## config.mk

```make
export PLATFORM = sky130hd
export DESIGN_NAME = size_class_bitmap_allocator_flat
export DESIGN_NICKNAME = d
export VERILOG_FILES = /design/src/design/scba_pkg.sv /design/src/design/scba_req_if.sv /design/src/design/scba_rsp_if.sv /design/src/design/scba_maps.sv /design/src/design/size_class_bitmap_allocator.sv /design/src/flat_wrapper.sv
export SDC_FILE = /design/constraint.sdc
export NUM_CORES = 1
export LEC_CHECK = 0
export ABC_AREA = 1
export BUFFER_PORTS_ARGS = -buffer_cell sky130_fd_sc_hd__buf_2
export CORE_MARGIN = 5
export CORE_UTILIZATION = 30
export CTS_BUF_LIST = sky130_fd_sc_hd__clkbuf_16
export CTS_CLUSTER_SIZE = 28
export DETAILED_ROUTE_END_ITERATION = 16
export PLACE_DENSITY_LB_ADDON = 0.15
export SLEW_MARGIN = 20
export SYNTH_ARGS = -nofsm -noshare
export SYNTH_HDL_FRONTEND = slang
export SYNTH_SLANG_ARGS = --single-unit
```

## constraint.sdc

```tcl
create_clock -name clk -period 9.4 [get_ports clk]
set_clock_uncertainty 0.05 [all_clocks]
set_input_delay 1.88 -clock clk [delete_from_list [all_inputs] [get_ports clk]]
set_output_delay 1.88 -clock clk [all_outputs]
set_load 0.02 [all_outputs]
```

## src/design/scba_pkg.sv

```systemverilog
`default_nettype none

package scba_pkg;

	localparam int unsigned ADDR_W    = 32;
	localparam int unsigned REQ_W     = 16;
	localparam int unsigned BYTES_W   = 11;
	localparam int unsigned MODE_W    = 2;
	localparam int unsigned CFG_IDX_W = 2;

	// request modes
	localparam logic [MODE_W-1:0] MODE_ALLOC = 2'd0;
	localparam logic [MODE_W-1:0] MODE_FREE  = 2'd1;
	localparam logic [MODE_W-1:0] MODE_QUERY = 2'd2;

	// configuration register indexes
	localparam logic [CFG_IDX_W-1:0] CFG_SMALL_BASE  = 2'd0;
	localparam logic [CFG_IDX_W-1:0] CFG_MEDIUM_BASE = 2'd1;
	localparam logic [CFG_IDX_W-1:0] CFG_LARGE_BASE  = 2'd2;

	localparam logic [ADDR_W-1:0] SMALL_BASE_RST  = 32'd0;
	localparam logic [ADDR_W-1:0] MEDIUM_BASE_RST = 32'd8192;
	localparam logic [ADDR_W-1:0] LARGE_BASE_RST  = 32'd16384;

	// class geometry
	localparam int unsigned       SMALL_COUNT  = 128;
	localparam logic [ADDR_W-1:0] SMALL_BLOCK  = 32'd64;
	localparam int unsigned       MEDIUM_COUNT = 16;
	localparam logic [ADDR_W-1:0] MEDIUM_BLOCK = 32'd512;
	localparam int unsigned       LARGE_COUNT  = 8;
	localparam logic [ADDR_W-1:0] LARGE_BLOCK  = 32'd1024;

	localparam int unsigned SMALL_IDX_W  = (SMALL_COUNT > 1) ? $clog2(SMALL_COUNT) : 1;
	localparam int unsigned MEDIUM_IDX_W = (MEDIUM_COUNT > 1) ? $clog2(MEDIUM_COUNT) : 1;
	localparam int unsigned LARGE_IDX_W  = (LARGE_COUNT > 1) ? $clog2(LARGE_COUNT) : 1;

	// region extents, one bit wider than an address so they never wrap
	localparam logic [ADDR_W:0] SMALL_SPAN  = (ADDR_W+1)'(SMALL_COUNT * SMALL_BLOCK);
	localparam logic [ADDR_W:0] MEDIUM_SPAN = (ADDR_W+1)'(MEDIUM_COUNT * MEDIUM_BLOCK);
	localparam logic [ADDR_W:0] LARGE_SPAN  = (ADDR_W+1)'(LARGE_COUNT * LARGE_BLOCK);

	localparam logic [BYTES_W-1:0] SMALL_BYTES  = SMALL_BLOCK[BYTES_W-1:0];
	localparam logic [BYTES_W-1:0] MEDIUM_BYTES = MEDIUM_BLOCK[BYTES_W-1:0];
	localparam logic [BYTES_W-1:0] LARGE_BYTES  = LARGE_BLOCK[BYTES_W-1:0];

	typedef struct packed {
		logic [MODE_W-1:0] mode;
		logic [REQ_W-1:0]  request_bytes;
		logic [ADDR_W-1:0] block_address;
	} req_t;

	typedef struct packed {
		logic [ADDR_W-1:0]  granted_address;
		logic               success;
		logic [BYTES_W-1:0] block_bytes;
	} rsp_t;

	typedef struct packed {
		logic [ADDR_W-1:0] small_base;
		logic [ADDR_W-1:0] medium_base;
		logic [ADDR_W-1:0] large_base;
	} base_cfg_t;

	function automatic logic in_region(logic [ADDR_W-1:0] base, logic [ADDR_W:0] span,
			logic [ADDR_W-1:0] a);
		logic [ADDR_W:0] a_x;
		logic [ADDR_W:0] base_x;
		a_x    = {1'b0, a};
		base_x = {1'b0, base};
		return (a_x >= base_x) && (a_x < base_x + span);
	endfunction

endpackage

`default_nettype wire

```

## src/design/scba_req_if.sv

```systemverilog
`default_nettype none

interface scba_req_if;
	logic                          valid;
	logic                          ready;
	logic [scba_pkg::MODE_W-1:0]   mode;
	logic [scba_pkg::REQ_W-1:0]    request_bytes;
	logic [scba_pkg::ADDR_W-1:0]   block_address;

	modport source (output valid, output mode, output request_bytes, output block_address,
		input ready);
	modport sink (input valid, input mode, input request_bytes, input block_address,
		output ready);
endinterface

`default_nettype wire

```

## src/design/scba_rsp_if.sv

```systemverilog
`default_nettype none

interface scba_rsp_if;
	logic                          valid;
	logic                          ready;
	logic [scba_pkg::ADDR_W-1:0]   granted_address;
	logic                          success;
	logic [scba_pkg::BYTES_W-1:0]  block_bytes;

	modport source (output valid, output granted_address, output success, output block_bytes,
		input ready);
	modport sink (input valid, input granted_address, input success, input block_bytes,
		output ready);
endinterface

`default_nettype wire

```

## src/design/scba_maps.sv

```systemverilog
`default_nettype none

module scba_maps (
	input  logic                clk,
	input  logic                arst_n,
	input  logic                fire,
	input  scba_pkg::req_t      req,
	input  scba_pkg::base_cfg_t base,
	output scba_pkg::rsp_t      rsp
);
	import scba_pkg::*;

	logic [SMALL_COUNT-1:0]  small_map_q;
	logic [MEDIUM_COUNT-1:0] medium_map_q;
	logic [LARGE_COUNT-1:0]  large_map_q;

	logic [ADDR_W-1:0] want;
	logic s_in, m_in, l_in;
	logic [ADDR_W-1:0] s_off, m_off, l_off;
	logic [ADDR_W-1:0] s_quo, m_quo, l_quo;
	logic [SMALL_IDX_W-1:0]  s_idx, s_ffs;
	logic [MEDIUM_IDX_W-1:0] m_idx, m_ffs;
	logic [LARGE_IDX_W-1:0]  l_idx, l_ffs;
	logic s_take, m_take, l_take;
	logic [ADDR_W-1:0] s_addr, m_addr, l_addr;

	assign want = ADDR_W'(req.request_bytes);

	// region hits and block index of the address
	assign s_in  = in_region(base.small_base, SMALL_SPAN, req.block_address);
	assign m_in  = in_region(base.medium_base, MEDIUM_SPAN, req.block_address);
	assign l_in  = in_region(base.large_base, LARGE_SPAN, req.block_address);
	assign s_off = req.block_address - base.small_base;
	assign m_off = req.block_address - base.medium_base;
	assign l_off = req.block_address - base.large_base;
	assign s_quo = s_off / SMALL_BLOCK;
	assign m_quo = m_off / MEDIUM_BLOCK;
	assign l_quo = l_off / LARGE_BLOCK;
	assign s_idx = s_quo[SMALL_IDX_W-1:0];
	assign m_idx = m_quo[MEDIUM_IDX_W-1:0];
	assign l_idx = l_quo[LARGE_IDX_W-1:0];

	// lowest clear bit of each map; scanning down leaves the lowest one
	always_comb begin
		s_ffs = '0;
		for (int i = SMALL_COUNT - 1; i >= 0; i--) begin
			if (!small_map_q[i]) s_ffs = SMALL_IDX_W'(i);
		end
	end

	always_comb begin
		m_ffs = '0;
		for (int i = MEDIUM_COUNT - 1; i >= 0; i--) begin
			if (!medium_map_q[i]) m_ffs = MEDIUM_IDX_W'(i);
		end
	end

	always_comb begin
		l_ffs = '0;
		for (int i = LARGE_COUNT - 1; i >= 0; i--) begin
			if (!large_map_q[i]) l_ffs = LARGE_IDX_W'(i);
		end
	end

	assign s_take = (want <= SMALL_BLOCK) && !(&small_map_q);
	assign m_take = !s_take && (want <= MEDIUM_BLOCK) && !(&medium_map_q);
	assign l_take = !s_take && !m_take && (want <= LARGE_BLOCK) && !(&large_map_q);

	assign s_addr = base.small_base + ADDR_W'(s_ffs) * SMALL_BLOCK;
	assign m_addr = base.medium_base + ADDR_W'(m_ffs) * MEDIUM_BLOCK;
	assign l_addr = base.large_base + ADDR_W'(l_ffs) * LARGE_BLOCK;

	always_ff @(posedge clk or negedge arst_n) begin
		if (!arst_n) begin
			small_map_q  <= '0;
			medium_map_q <= '0;
			large_map_q  <= '0;
		end else if (fire) begin
			case (req.mode)
				MODE_ALLOC: begin
					if (s_take) small_map_q[s_ffs] <= 1'b1;
					if (m_take) medium_map_q[m_ffs] <= 1'b1;
					if (l_take) large_map_q[l_ffs] <= 1'b1;
				end
				MODE_FREE: begin
					// overlapping regions all drop their block
					if (s_in) small_map_q[s_idx] <= 1'b0;
					if (m_in) medium_map_q[m_idx] <= 1'b0;
					if (l_in) large_map_q[l_idx] <= 1'b0;
				end
				default: ;
			endcase
		end
	end

	always_comb begin
		rsp = '0;
		case (req.mode)
			MODE_ALLOC: begin
				if (s_take) begin
					rsp.granted_address = s_addr;
					rsp.success         = 1'b1;
				end else if (m_take) begin
					rsp.granted_address = m_addr;
					rsp.success         = 1'b1;
				end else if (l_take) begin
					rsp.granted_address = l_addr;
					rsp.success         = 1'b1;
				end
			end
			MODE_FREE: rsp.success = s_in || m_in || l_in;
			MODE_QUERY: begin
				if (s_in)      rsp.block_bytes = SMALL_BYTES;
				else if (m_in) rsp.block_bytes = MEDIUM_BYTES;
				else if (l_in) rsp.block_bytes = LARGE_BYTES;
			end
			default: ;
		endcase
	end

endmodule

`default_nettype wire

```

## src/design/size_class_bitmap_allocator.sv

```systemverilog
// Channel   Dir  Payload                                      Handshake
// req       in   mode, request_bytes, block_address           valid/ready
// rsp       out  granted_address, success, block_bytes        valid/ready
// cfg       in   cfg_index, cfg_data (region bases)           cfg_we, no stall
//
// One request per cycle sustained while rsp.ready stays high; a response
// reaches rsp after its request passes the input register, then the
// response register.
// The bitmap read-modify-write of the three class maps happens as a request
// leaves the input register, so the request that follows sees the maps already updated.
// Reset clears all three used maps and loads the default region bases.
// A stalled response holds its register and the input register; req.ready
// drops only when both are full and rsp.ready is low.
`default_nettype none

module size_class_bitmap_allocator (
	input  logic                              clk,
	input  logic                              arst_n,
	scba_req_if.sink                          req,
	scba_rsp_if.source                        rsp,
	input  logic                              cfg_we,
	input  logic [scba_pkg::CFG_IDX_W-1:0]    cfg_index,
	input  logic [scba_pkg::ADDR_W-1:0]       cfg_data
);
	import scba_pkg::*;

	base_cfg_t base_q;

	logic  valid_s1;
	req_t  req_s1;
	logic  valid_s2;
	rsp_t  rsp_s2;

	logic  accept;
	logic  advance;
	rsp_t  map_rsp;

	// Region base registers; writes to an unused index drop silently.
	always_ff @(posedge clk or negedge arst_n) begin
		if (!arst_n) begin
			base_q.small_base  <= SMALL_BASE_RST;
			base_q.medium_base <= MEDIUM_BASE_RST;
			base_q.large_base  <= LARGE_BASE_RST;
		end else if (cfg_we) begin
			case (cfg_index)
				CFG_SMALL_BASE:  base_q.small_base  <= cfg_data;
				CFG_MEDIUM_BASE: base_q.medium_base <= cfg_data;
				CFG_LARGE_BASE:  base_q.large_base  <= cfg_data;
				default: ;
			endcase
		end
	end

	// Advance the held request whenever the response register is free or
	// being emptied this cycle.
	assign advance   = valid_s1 && (!valid_s2 || rsp.ready);
	assign req.ready = !valid_s1 || advance;
	assign accept    = req.valid && req.ready;

	always_ff @(posedge clk or negedge arst_n) begin
		if (!arst_n) begin
			valid_s1 <= 1'b0;
		end else if (accept) begin
			valid_s1 <= 1'b1;
		end else if (advance) begin
			valid_s1 <= 1'b0;
		end
	end

	// Capture the request payload; no reset needed.
	always_ff @(posedge clk) begin
		if (accept) begin
			req_s1.mode          <= req.mode;
			req_s1.request_bytes <= req.request_bytes;
			req_s1.block_address <= req.block_address;
		end
	end

	// Bitmaps, find-first-free, region decode and response formation.
	scba_maps u_maps (
		.clk    (clk),
		.arst_n (arst_n),
		.fire   (advance),
		.req    (req_s1),
		.base   (base_q),
		.rsp    (map_rsp)
	);

	// Response register; hold while the sink stalls.
	always_ff @(posedge clk or negedge arst_n) begin
		if (!arst_n) begin
			valid_s2 <= 1'b0;
		end else if (advance) begin
			valid_s2 <= 1'b1;
		end else if (rsp.ready) begin
			valid_s2 <= 1'b0;
		end
	end

	always_ff @(posedge clk) begin
		if (advance) rsp_s2 <= map_rsp;
	end

	assign rsp.valid           = valid_s2;
	assign rsp.granted_address = rsp_s2.granted_address;
	assign rsp.success         = rsp_s2.success;
	assign rsp.block_bytes     = rsp_s2.block_bytes;

endmodule

`default_nettype wire

```

## src/flat_wrapper.sv

```systemverilog
// flat-port wrapper written by rule: the top's interface ports become plain ports
module size_class_bitmap_allocator_flat import scba_pkg::*;
  (clk, arst_n, cfg_we, cfg_index, cfg_data, req_valid, req_mode, req_request_bytes, req_block_address, req_ready, rsp_valid, rsp_granted_address, rsp_success, rsp_block_bytes, rsp_ready);
  scba_req_if req_i ();
  scba_rsp_if rsp_i ();
  input  logic clk;
  input  logic arst_n;
  input  logic cfg_we;
  input  logic [scba_pkg::CFG_IDX_W-1:0] cfg_index;
  input  logic [scba_pkg::ADDR_W-1:0] cfg_data;
  input wire logic [$bits(req_i.valid)-1:0] req_valid;
  input wire logic [$bits(req_i.mode)-1:0] req_mode;
  input wire logic [$bits(req_i.request_bytes)-1:0] req_request_bytes;
  input wire logic [$bits(req_i.block_address)-1:0] req_block_address;
  output wire logic [$bits(req_i.ready)-1:0] req_ready;
  output wire logic [$bits(rsp_i.valid)-1:0] rsp_valid;
  output wire logic [$bits(rsp_i.granted_address)-1:0] rsp_granted_address;
  output wire logic [$bits(rsp_i.success)-1:0] rsp_success;
  output wire logic [$bits(rsp_i.block_bytes)-1:0] rsp_block_bytes;
  input wire logic [$bits(rsp_i.ready)-1:0] rsp_ready;
  assign req_i.valid = req_valid;
  assign req_i.mode = req_mode;
  assign req_i.request_bytes = req_request_bytes;
  assign req_i.block_address = req_block_address;
  assign req_ready = req_i.ready;
  assign rsp_valid = rsp_i.valid;
  assign rsp_granted_address = rsp_i.granted_address;
  assign rsp_success = rsp_i.success;
  assign rsp_block_bytes = rsp_i.block_bytes;
  assign rsp_i.ready = rsp_ready;
  size_class_bitmap_allocator u_core (.clk(clk), .arst_n(arst_n), .req(req_i), .rsp(rsp_i), .cfg_we(cfg_we), .cfg_index(cfg_index), .cfg_data(cfg_data));
endmodule
```

# Word-level counts from Yosys, hierarchy flattened
# Index checks and enable logic that the tools add are counted.
dict set report classes {
  n_lt_le_gt_ge 21
  add_sub_neg 9
  bitwise_logic 10
  n_reduce_logical 44
  eq_ne 10
  n_mux 184
}
# cell n
set op_table {}
lappend op_table {{$mux W7} 129}
lappend op_table {{$mux W128} 2}
lappend op_table {{$pmux W128 S2} 1}
lappend op_table {{$and A128 B128 Y128} 1}
lappend op_table {{$not A128 Y128} 1}
lappend op_table {{$or A128 B128 Y128} 1}
lappend op_table {{$reduce_and A128 Y1} 1}
lappend op_table {{$add A32 B14 Y33 const B} 3}
lappend op_table {{$lt A32 B33 Y1} 3}
lappend op_table {{$mux W33} 3}
lappend op_table {{$add A32 B13 Y32} 3}
lappend op_table {{$ge A32 B32 Y1} 3}
lappend op_table {{$mux W4} 16}
lappend op_table {{$sub A13 B13 Y13} 3}
lappend op_table {{$mux W16} 2}
lappend op_table {{$pmux W16 S2} 1}
lappend op_table {{$mux W3} 8}
lappend op_table {{$logic_and A1 B1 Y1} 17}
lappend op_table {{$and A16 B16 Y16} 1}
lappend op_table {{$le A16 B10 Y1 const B} 1}
lappend op_table {{$le A16 B11 Y1 const B} 1}
lappend op_table {{$le A16 B7 Y1 const B} 1}
lappend op_table {{$lt A7 B8 Y1 const B} 2}
lappend op_table {{$mux W8} 2}
lappend op_table {{other kinds (32)} 72}
dict set report totals {
  register_bits 344
}

# Logic depth before layout (Yosys ltp)
dict set report logic_depth {
  ltp_word 135
  mapped_depth 145
}

# By module
# A second synthesis with hierarchy kept.
dict set report hier_totals {
  cells_unflattened 2971
  area_unflattened_um2 23100.9
}
# module cells_per_inst area_per_inst_um2 n_inst seq_area_each_um2
set modules_own_cells {}
lappend modules_own_cells {scba_maps 2439 16186.8 1 3803.6}
lappend modules_own_cells {size_class_bitmap_allocator 532 6914.1 1 5277.6}

# Worst setup path before layout
# OpenSTA, ideal clock, no wires.
dict set report synth_path {
  kind {reg-to-reg}
  start {register u_core.u_maps.small_map_q[127]}
  end {register u_core.rsp_s2 (netlist bit u_core.rsp.granted_address[28]), data pin}
  path_buffers 1
  t_arrival_ns 7.707
  required_ns 9.084
  path_stages_with_launch 146
  path_slack_ns 1.377
  setup_time_ns 0.266
  cell_sequence {dfrtp_1 -> inv_1 -> nand2_1 -> nand2_1 -> nand2_1 -> nand2_1 -> nand2_1 -> nand2_1 -> nand2_1 -> nand2_1 -> nand2_1 -> nand2_1 -> nand2_1 -> nand2_1 -> nand2_1 -> nand2_1 -> nand2_1 -> nand2_1 -> [110 not listed] -> nand2_8 -> buf_6 -> inv_2 -> ha_1 -> fa_1 -> inv_1 -> o21ai_1 -> and3_1 -> nand2_1 -> nand3_1 -> inv_2 -> nor2_1 -> inv_1 -> nor2_1 -> nand2_1 -> xor2_1 -> a21oi_1 -> nor2_1}
}
dict set report synth_between {
  elab_chain_cells 130
}
# element line_no
set synth_lines {}
lappend synth_lines {{start, declared} scba_maps.sv:13} ;# logic [SMALL_COUNT-1:0] small_map_q;
lappend synth_lines {{start signal, assigned} scba_maps.sv:75} ;# small_map_q <= '0;
lappend synth_lines {{start signal, assigned by index} scba_maps.sv:81} ;# if (s_take) small_map_q[s_ffs] <= 1'b1;
lappend synth_lines {{start signal, assigned by index} scba_maps.sv:87} ;# if (s_in) small_map_q[s_idx] <= 1'b0;
lappend synth_lines {{$mux W7 (128 in series)} scba_maps.sv:47} ;# if (!small_map_q[i]) s_ffs = SMALL_IDX_W'(i);
lappend synth_lines {{$add A32 B13 Y32} scba_maps.sv:69} ;# assign s_addr = base.small_base + ADDR_W'(s_ffs) * SMALL_BLOCK;
lappend synth_lines {{$mux W33 *} scba_maps.sv:100} ;# if (s_take) begin
lappend synth_lines {{end signal, assigned} size_class_bitmap_allocator.sv:101} ;# if (advance) rsp_s2 <= map_rsp;
lappend synth_lines {{end, declared} size_class_bitmap_allocator.sv:32} ;# rsp_t rsp_s2;
# Mark *: on every way between the ends. The rest lies on a longest branch, timed or not.
# A chain may end at the register's enable or synchronous reset.

# Final worst setup path
# Ends and elaborated chain as after synthesis.

==> results.toml <==
[timing]
fmax_ghz = 0.115
setup_slack_ns = 0.690
rsz0062_at_grt = "yes"
holdWs_ns = 0.439
slew_headroom_pct = 20.6
final-setup-viol-count = 0
finalCriticalPeriod_ns = 8.71
worst_pin_slew_ns = 1.18
finalCritPeriodShare_pct = 92.7
report.final.slew_viol_count = 0
finalHoldViolations = 0

[pwr]
switching_share_pct = 40.4
leakagePower_nw = 11.4
p_int_w = 0.00311
p_sw_w = 0.00211
pwr-share-clk_pct = 33.3
comb_power_share_pct = 32.0
ir_drop_uv = 128
p_per_area_mw_per_mm2 = 205
p_seq_share_pct = 34.7
total_power_w = 0.00522

[final_layout]
syn_to_final_growth_pct = 15.5
mostFrequentLayoutCells = "834 x nand2_1, 277 x o21ai_0, 273 x inv_1"
drive_gt1_share_pct = 9.74
nFillCells = 7635
nNetsFinal = 3274
final_common_cell = "nand2_1"
design_area_mm2 = 0.0255

[floorplan]
fp.dieW_um = 281
row_count = 99
start_util_pct = 30.2
core_area_mm2 = 0.0730
fp.dieH_um = 281
dieArea_mm2 = 0.0791
pin_count = 135

[clocking]
cts_tree = "yes"
cts_sinks = 336
clk_latency_ns = 0.61
cts_buffers = 45
clock_path_buffers = 3
htree_levels = 2
clkTransAtPathRegs_ns = 0.06
cts-root-buf = "clkbuf_16"

[setup_path]
cp_max_fo = 3
worstSetupEndpointType = "flip-flop"
worst-setup-path-type = "flip-flop to flip-flop"
cp.required_ns = 9.70
cp_data_arrival_time_ns = 9.01
regToRegStartpoint = "u_core.u_maps.small_map_q[127]$_DFFE_PN0P_"
crit_path_frequent_cell = "nand2_1"
critPathSlowestCell = "dfrtp_1"
max_stage_delay_ns = 0.39
critPathLaunchType = "flip-flop"
crit_start = "u_core.u_maps.small_map_q[127]$_DFFE_PN0P_"

[synth]
syn_avg_cell_area_um2 = 7.64
synth_top_area_share_pct = 28.1
synthDistinctLibCells = 60
synth_edf_count = 86
async_flop_share_pct = 74.4
synthTopCellsByArea = "dfrtp_1 28%, nand2_1 14%, edfxtp_1 12%"
synth_area_mm2 = 0.0221
yosys_most_used_dff = "dfrtp_1"
yosysSeqAreaShare_pct = 40.1
synth_seq_cells = 336
synthCells = 2888
ys_warn_count = 0
yosysTopAreaCell = "dfrtp_1"

[global_routing]
antenna_found_initial = 1
gr-total-overflow = 0
grt_start_max_net_pins = 109
grt_pass1_vias = 20400
grt_pass1_wl_um = 123000
gr-usage-all-layers_pct = 20.1

[place]
portBuffers = 126
place_area_mm2 = 0.0237
gp_congestion = 0.897
pre_cts_ws_ns = 0.375
hpwlAfterDp_um = 57200

[routing]
antenna_left = 0
vias = 20900
drt-total-wl_um = 80800
drt_first_pass_iters = 6
drt_iter0_markers = 1909
drc = 0
wl_per_cell_um = 20.2
routed_via_density = 5.21

[flow_run]
maxCapViolCount = 0

[min_path]
min_path_type = "flip-flop to flip-flop"
min_from = "u_core.base_q[8]$_DFFE_PN0P_"

[run_status]
status = "completed"
[registers in the layout, summed over array words and instances (netlist names)]
| register | cells |
|---|---|
| u_core.u_maps.medium_map_q | 16 |
| u_core.u_maps.large_map_q | 8 |
| u_core.rsp.block_bytes | 3 |
| u_core.req_s1 | 50 |
| u_core.u_maps.small_map_q | 128 |
| u_core.base_q | 96 |
| u_core.rsp.success | 1 |
| u_core.rsp.valid | 1 |
| u_core.rsp.granted_address | 32 |
| u_core.valid_s1 | 1 |
[worst paths after layout]
| check | to | slack, ns | depth (start not counted) |
|---|---|---|---|
| hold reg to reg | u_core.base_q[8]$_DFFE_PN0P_ | 0.44 | 2 |
| hold / removal | u_core.base_q[8]$_DFFE_PN0P_ | 0.44 | 2 |
| setup reg to reg | u_core.rsp.granted_address[28]$_SDFFCE_PN0P_ | 0.69 | 144 |
| min in group asynchronous | u_core.base_q[59]$_DFFE_PN0P_ | 1.20 | 1 |
| setup / recovery | u_core.rsp.granted_address[28]$_SDFFCE_PN0P_ | 0.69 | 144 |
| max in group asynchronous | u_core.u_maps.small_map_q[57]$_DFFE_PN0P_ | 6.67 | 2 |
[per-layer routing]
metal,wire (um),share of wire [%],global-route usage [%],up-vias
li1,-,-,-,9997
met1,36700,45,28.3,10000
met2,36500,45,32.1,720
met3,5430,6.7,3.31,124
met4,2190,2.7,5.34,0
met5,0,0,0,-
[synth_stat cells, types with 5 or more instances]
cell type,number
a2111oi_0,5
a211oi_1,8
a21o_1,8
a21oi_1,110
a221oi_1,5
a31oi_1,24
buf_1,7
buf_4,8
buf_6,12
clkbuf_1,69
clkinv_1,5
dfrtp_1,248
edfxtp_1,86
ha_1,169
inv_1,265
inv_2,10
nand2_1,840
nand3_1,108
nand4_1,107
nor2_1,233
nor3_1,52
nor4_1,19
o211ai_1,16
o21ai_0,279
o21ai_1,40
o21bai_1,6
o221ai_1,8
o22ai_1,6
o31ai_1,8
xor2_1,83
[worst max-delay path, delay by kind of cell, from the launching register on]
family / cells / cell delay, ns
AND/OR/NAND/NOR: 134 / 6.97
flip-flops: 1 / 0.39
buffers and inverters: 5 / 0.30
adder cells (fa/ha/maj): 2 / 0.30
AO/OA/AOI/OAI: 2 / 0.28
XOR/XNOR: 1 / 0.15
[through the flow]
stage	setup TNS [ns]	instances	utilization (%)
2_1_floorplan	0	2895	-
3_3_place_gp	0	3912	32.5
3_5_place_dp	0	3912	32.5
4_1_cts	0	3995	34.5
5_1_grt	-12.79	4008	34.9
6_report	0	4009	34.9
[final cells by class]
| class | count | area [um^2] | area share (%) |
|---|---|---|---|
| multi-input combinational | 2182 | 11900 | 46.8 |
| sequential | 336 | 8840 | 34.7 |
| tap | 959 | 1200 | 4.71 |
| clock buffer | 46 | 1150 | 4.52 |
| inverter | 280 | 1060 | 4.17 |
| timing repair buffer | 168 | 980 | 3.85 |
| clock inverter | 37 | 310 | 1.22 |
| antenna | 1 | 2.50 | 0.00982 |
[what timing repair did]
item	4_1_cts	5_1_grt
hold buffers	0	0
setup endpoints to repair	0	23
setup buffers	0	13
resized for setup	0	44
[power groups by stage]
stage	registers [W]	logic, W	clock network, W
3_5_place_dp	0.00183	0.00164	0
3_3_place_gp	0.00183	0.00163	0
6_report	0.00181	0.00167	0.00174
4_1_cts	0.00181	0.00165	0.00179
2_1_floorplan	0.00178	0.00107	0
5_1_grt	0.00183	0.00184	0.00184
[kinds of logic after synthesis]
family	count (synthesis)	synth area share, %
adder cells (fa/ha/maj)	172	9.86
AND/OR/NAND/NOR	1378	26.2
buffers and inverters	377	7.01
other	1	0.0170
AO/OA/AOI/OAI	541	13.6
flip-flops	336	40.1
XOR/XNOR	83	3.30
No activity file was read; power rests on OpenSTA's default activity.
